## config.mk

```make
export PLATFORM = sky130hd
export DESIGN_NAME = ptrc_walk_step
export DESIGN_NICKNAME = d
export VERILOG_FILES = /design/src/hw/rtl/ptrc_pkg.sv /design/src/hw/rtl/ptrc_walk_step.sv
export SDC_FILE = /design/constraint.sdc
export NUM_CORES = 1
export LEC_CHECK = 0
export ABC_AREA = 1
export BUFFER_PORTS_ARGS = -buffer_cell sky130_fd_sc_hd__buf_4
export CORE_AREA = 4 4 167 169
export DETAILED_ROUTE_END_ITERATION = 6
export DIE_AREA = 0 0 171 173
export GPL_TIMING_DRIVEN = 0
export PLACE_DENSITY = 0.52
export SLEW_MARGIN = 20
export SYNTH_ARGS = -nofsm -noshare
export SYNTH_HDL_FRONTEND = slang
export SYNTH_SLANG_ARGS = --single-unit
```

## constraint.sdc

```tcl
create_clock -name vclk -period 3.9
set_clock_uncertainty 0.1 [all_clocks]
set_input_delay 0.78 -clock vclk [all_inputs]
set_output_delay 0.78 -clock vclk [all_outputs]
set_load 0.005 [all_outputs]
```

## src/hw/rtl/ptrc_pkg.sv

```systemverilog
// Package: constants, codes, result struct and address helper for the root checker.
package ptrc_pkg;

	localparam int FRAME_BITS_DEF = 36;
	localparam int ADDR_W         = 48;
	localparam int PAGE_COUNT_W   = 37;
	localparam int CAND_W         = 36;
	localparam int ENTRY_W        = 64;
	localparam int PHASE_W        = 4;
	localparam int CFG_IDX_W      = 2;
	localparam int PAGE_SHIFT     = 12;
	localparam int PRESENT_POS    = 0;
	localparam int LARGE_POS      = 7;

	// result kinds
	localparam logic [1:0] KIND_READ   = 2'd0;
	localparam logic [1:0] KIND_REJECT = 2'd1;
	localparam logic [1:0] KIND_ACCEPT = 2'd2;

	// configuration register indexes
	localparam logic [CFG_IDX_W-1:0] CFG_PAGE_COUNT = 2'd0;
	localparam logic [CFG_IDX_W-1:0] CFG_TARGET     = 2'd1;
	localparam logic [CFG_IDX_W-1:0] CFG_VERIFY     = 2'd2;

	// walk phases: target walk awaits level 4..1, then verify walk level 4..1
	localparam logic [PHASE_W-1:0] PH_IDLE = 4'd0;
	localparam logic [PHASE_W-1:0] PH_T4   = 4'd1;
	localparam logic [PHASE_W-1:0] PH_T1   = 4'd4;
	localparam logic [PHASE_W-1:0] PH_V4   = 4'd5;
	localparam logic [PHASE_W-1:0] PH_V1   = 4'd8;
	localparam logic [PHASE_W-1:0] PH_TGT_END = 4'd5;
	localparam logic [PHASE_W-1:0] PH_VER_END = 4'd9;

	typedef struct packed {
		logic                    emit;
		logic [1:0]              kind;
		logic [ADDR_W-1:0]       read_address;
		logic [ADDR_W-1:0]       accepted_root;
		logic [PHASE_W-1:0]      phase_nxt;
		logic [ADDR_W-1:0]       root_nxt;
	} step_res_t;

	// Entry address for a level: base plus nine-bit index times eight.
	function automatic logic [ADDR_W-1:0] entry_addr(input logic [ADDR_W-1:0] base,
			input logic [ADDR_W-1:0] va, input logic [2:0] lvl);
		logic [8:0] idx;
		case (lvl)
			3'd4: idx = va[47:39];
			3'd3: idx = va[38:30];
			3'd2: idx = va[29:21];
			3'd1: idx = va[20:12];
			default: idx = 9'd0;
		endcase
		return base + {36'd0, idx, 3'b000};
	endfunction

endpackage

```

## src/hw/rtl/ptrc_walk_step.sv

```systemverilog
// Walk step: checks one request against the walk state and forms the next result.
module ptrc_walk_step #(
	parameter int FRAME_BITS = ptrc_pkg::FRAME_BITS_DEF
) (
	input  logic                               opcode,
	input  logic [ptrc_pkg::CAND_W-1:0]        candidate_page,
	input  logic [ptrc_pkg::ENTRY_W-1:0]       entry_data,
	input  logic                               read_fault,
	input  logic [ptrc_pkg::PHASE_W-1:0]       phase,
	input  logic [ptrc_pkg::ADDR_W-1:0]        root,
	input  logic [ptrc_pkg::PAGE_COUNT_W-1:0]  page_count,
	input  logic [ptrc_pkg::ADDR_W-1:0]        target_address,
	input  logic [ptrc_pkg::ADDR_W-1:0]        verify_address,
	output ptrc_pkg::step_res_t                res
);

	localparam int CMP_W = (FRAME_BITS > ptrc_pkg::PAGE_COUNT_W) ? FRAME_BITS
		: ptrc_pkg::PAGE_COUNT_W;

	logic [FRAME_BITS-1:0]         pfn;
	logic [63:0]                   pfn64;
	logic [ptrc_pkg::ADDR_W-1:0]   next_base;
	logic [ptrc_pkg::ADDR_W-1:0]   cand_root;
	logic                          frame_ok;
	logic                          in_tgt;
	logic                          in_ver;
	logic [ptrc_pkg::PHASE_W-1:0]  lvl4;
	logic [2:0]                    lvl;
	logic                          mid;
	logic                          large_pg;

	assign pfn       = entry_data[ptrc_pkg::PAGE_SHIFT +: FRAME_BITS];
	assign pfn64     = 64'(pfn);
	assign next_base = {pfn64[35:0], 12'd0};
	assign cand_root = {candidate_page, 12'd0};
	assign frame_ok  = (pfn != '0) && (CMP_W'(pfn) < CMP_W'(page_count));
	assign in_tgt    = (phase >= ptrc_pkg::PH_T4) && (phase <= ptrc_pkg::PH_T1);
	assign in_ver    = (phase >= ptrc_pkg::PH_V4) && (phase <= ptrc_pkg::PH_V1);
	assign lvl4      = in_tgt ? (ptrc_pkg::PH_TGT_END - phase) : (ptrc_pkg::PH_VER_END - phase);
	assign lvl       = lvl4[2:0];
	assign mid       = (lvl == 3'd3) || (lvl == 3'd2);
	assign large_pg  = entry_data[ptrc_pkg::LARGE_POS];

	always_comb begin
		res.emit          = 1'b0;
		res.kind          = ptrc_pkg::KIND_REJECT;
		res.read_address  = '0;
		res.accepted_root = '0;
		res.phase_nxt     = phase;
		res.root_nxt      = root;
		if (!opcode) begin
			res.emit     = 1'b1;
			res.root_nxt = cand_root;
			if (candidate_page == '0) begin
				res.phase_nxt = ptrc_pkg::PH_IDLE;
			end else begin
				res.kind         = ptrc_pkg::KIND_READ;
				res.read_address = ptrc_pkg::entry_addr(cand_root, target_address, 3'd4);
				res.phase_nxt    = ptrc_pkg::PH_T4;
			end
		end else if (in_tgt || in_ver) begin
			res.emit      = 1'b1;
			res.phase_nxt = ptrc_pkg::PH_IDLE;
			if (read_fault || !entry_data[ptrc_pkg::PRESENT_POS]) begin
				res.kind = ptrc_pkg::KIND_REJECT;
			end else if (in_tgt) begin
				if ((mid && large_pg) || !frame_ok) begin
					res.kind = ptrc_pkg::KIND_REJECT;
				end else if (lvl != 3'd1) begin
					res.kind         = ptrc_pkg::KIND_READ;
					res.read_address = ptrc_pkg::entry_addr(next_base, target_address,
						lvl - 3'd1);
					res.phase_nxt    = phase + 4'd1;
				end else if (verify_address == '0) begin
					res.kind          = ptrc_pkg::KIND_ACCEPT;
					res.accepted_root = root;
				end else begin
					res.kind         = ptrc_pkg::KIND_READ;
					res.read_address = ptrc_pkg::entry_addr(root, verify_address, 3'd4);
					res.phase_nxt    = ptrc_pkg::PH_V4;
				end
			end else begin
				// verify walk: last level, or a large page at level 3 or 2, ends it with an accept
				if ((lvl == 3'd1) || (mid && large_pg)) begin
					res.kind          = ptrc_pkg::KIND_ACCEPT;
					res.accepted_root = root;
				end else if (!frame_ok) begin
					res.kind = ptrc_pkg::KIND_REJECT;
				end else begin
					res.kind         = ptrc_pkg::KIND_READ;
					res.read_address = ptrc_pkg::entry_addr(next_base, verify_address,
						lvl - 3'd1);
					res.phase_nxt    = phase + 4'd1;
				end
			end
		end
	end

endmodule

```

==> qor.txt <==
FF+latch area = 0 um2
Worst Setup End Kind = primary output
Synth cell types = 38
Core Box Area = 0.0266 mm2
Pleak = 6.27 nW
most frequent CP cell = nand2_4
Rows = 60
vias per std cell = 4.92
Die ar. = 0.0296 mm2
combinational family with the most area after synthesis = simple AND/OR/NAND/NOR gates
fin worst setup slack = 0.0813 ns
worst-path maximum fanout = 8
share of cells above drive strength 1 = 0.335
Max IR drop VDD = 46.8 uV
Post-Synth Simple-Gate Area = 0.626
Gate power share = 1.000
Syn Inst Count = 1407
worst slew pin tran = 0.997 ns
Die Wd = 171 um
WP buf/inv = 6
global-route wire length before repair = 59500 um
Non-Filler Instances = 2193
initial antenna violation count = 1
# fillers = 3108
Final setup viols = 0
GRT Resource Usage Total = 0.254
IO Pins = 438
total gr overflow = 0
Seq/Total Area, Yosys = 0
cell taking the most area after synthesis = nand2_1
mux contribution to synthesized area = 0
Routability Congestion = 0.939
Initial Utilization = 0.245
CP top delay family = simple AND/OR/NAND/NOR gates
Clock power frac = 0
largest net degree at the start of global routing = 11
Final Hold Fails = 0
Max-Cap Viols = 0
placed cell count = 2146
port buffer count = 398
Sw Pwr = 0.692 mW
die height = 173 um
Yosys top cell area share = 0.308
f_max = 262 MHz
Arr. time, crit path = 2.94 ns
crit path kind = input port to primary output
synth top area cells = nand2_1 31%, nand3_1 11%, inv_1 11%
clock buffers = 0
Startpoint Class = input port
worst min path class = input port to primary output
Synth Area per Inst = 4.63 um2
Syn Nets = 1745
slowest CP cell = nor2_8
area share of xor/xnor cells in the synthesized design = 0.0121
status = complete, no violations
hold buffer count at cts = 0
footprint of the multi-input gates = 0.00626 mm2
crit-path cells = buf_8, clkinvlp_4, ha_4, inv_4, nand2_4, nand2_4, a21o_1, nand2_4, nand2_8, inv_8, nor2_4, nand2_4, nor2_8, buf_6, nand2_1, nand2_1, nand2_2, nand2_2, buf_4
Sequential Power Share = 0
FFs & Latches = 0
Setup WS pre-CTS = -0.726 ns
PwrDens = 112 mW/mm2
DR WL/cell = 18.5 um
Switching Fraction = 0.553
Vias = 10792
Netlist Area Pre-Place = 0.00651 mm2
post-route ant nets = 0
adder-cell share of the synthesized area = 0.0992
internal power = 0.560 mW
final period utilization = 0.979
Pins Over Slew Limit = 0
drt first pass iters = 5
DRT iter0 DRCs = 731
Final #Nets = 2191
vias in the first global route = 10425
compound-gate portion of the synthesized area = 0.116
Yosys Warn Count = 0
# DRC = 0
total wire length after detailed routing = 40700 um
post-layout util = 0.420
unrepaired setup endpoints after global routing = true
max_slew headroom = 0.330
Layout area overhead = 71.4%
min cycle time layout = 3.82 ns
dpl hpwl = 34200 um
CP peak stage delay = 0.29 ns
Worst Path Required = 3.02 ns
[metal layers]
metal	global-route usage	vias to the layer above	part of all wire	wire length [um]
met4	0.0565	0	0.027	1080
met1	0.313	4924	0.40	16400
met3	0.0457	54	0.075	3070
met5	0	-	0	0
met2	0.457	431	0.49	20100
li1	-	5383	-	-
[power groups by stage]
| stage | registers [mW] | clock network [mW] | logic, mW |
|---|---|---|---|
| after floorplan | 0 | 0 | 0.507 |
| after global placement | 0 | 0 | 1.05 |
| after detailed placement | 0 | 0 | 1.06 |
| after CTS | 0 | 0 | 1.16 |
| after global routing | 0 | 0.0000000344 | 1.37 |
| final | 0 | 0.0000000345 | 1.25 |
[cell usage in the layout, fill, tap and decap left out, types with 19 or more instances in the layout]
| cell type | n |
|---|---|
| a21oi_1 | 37 |
| buf_4 | 435 |
| ha_1 | 31 |
| ha_4 | 19 |
| inv_1 | 178 |
| nand2_1 | 498 |
| nand2_2 | 32 |
| nand3_1 | 138 |
| nand4_1 | 35 |
| nor2_1 | 166 |
| nor3_1 | 20 |
| o21ai_0 | 70 |
[kinds of logic after synthesis]
kind of cell | Yosys count
compound gates | 143
fa+ha+maj | 51
simple gates | 964
xor+xnor | 9
buf+inv | 240
[Yosys cell counts, types with 5 or more instances]
cell type / instances
nand2_1: 535
inv_1: 187
nor2_1: 182
nand3_1: 148
o21ai_0: 81
ha_1: 50
a21oi_1: 47
nand4_1: 35
clkbuf_1: 25
nor3_1: 21
buf_2: 14
nor4_1: 14
nor2_2: 13
inv_2: 6
buf_6: 5
xnor2_1: 5
[timing repair]
action                                  in CTS  in global routing
gates resized for setup                    106                117
endpoints found under the setup margin     102                102
setup buffers                               28                 13
pin swaps                                   25                 56
cloned                                       4                  2
[worst min-delay path, cell delays in order]
cell and delay, ns:
buf_4 0.10, nand2_1 0.05, inv_1 0.04, buf_4 0.10
[cell type report]
class | count | area share
multi-input cells | 1168 | 0.561
repair buffers | 444 | 0.304
inverters | 194 | 0.0678
well taps | 341 | 0.0382
plain buffers | 45 | 0.0291
diodes | 1 | 0.000224
[per-stage QoR]
step	power [mW]	hold slack, ns	cell area (um2)	setup TNS (ns)
after global placement	1.05	1.74	9930	-52.46
after CTS	1.16	1.75	10600	0
after global routing	1.37	1.77	11200	-0.242
after detailed placement	1.06	1.74	9930	-55.53
final	1.25	1.74	11200	0
after floorplan	0.507	1.53	6510	0
[path summary, 6_finish.rpt]
kind,startpoint,to,slack [ns],cells after the start
min,root[11],res[11],1.74,4
max,phase[1],res[126],0.08,19
(Power assumes the default switching activity.)
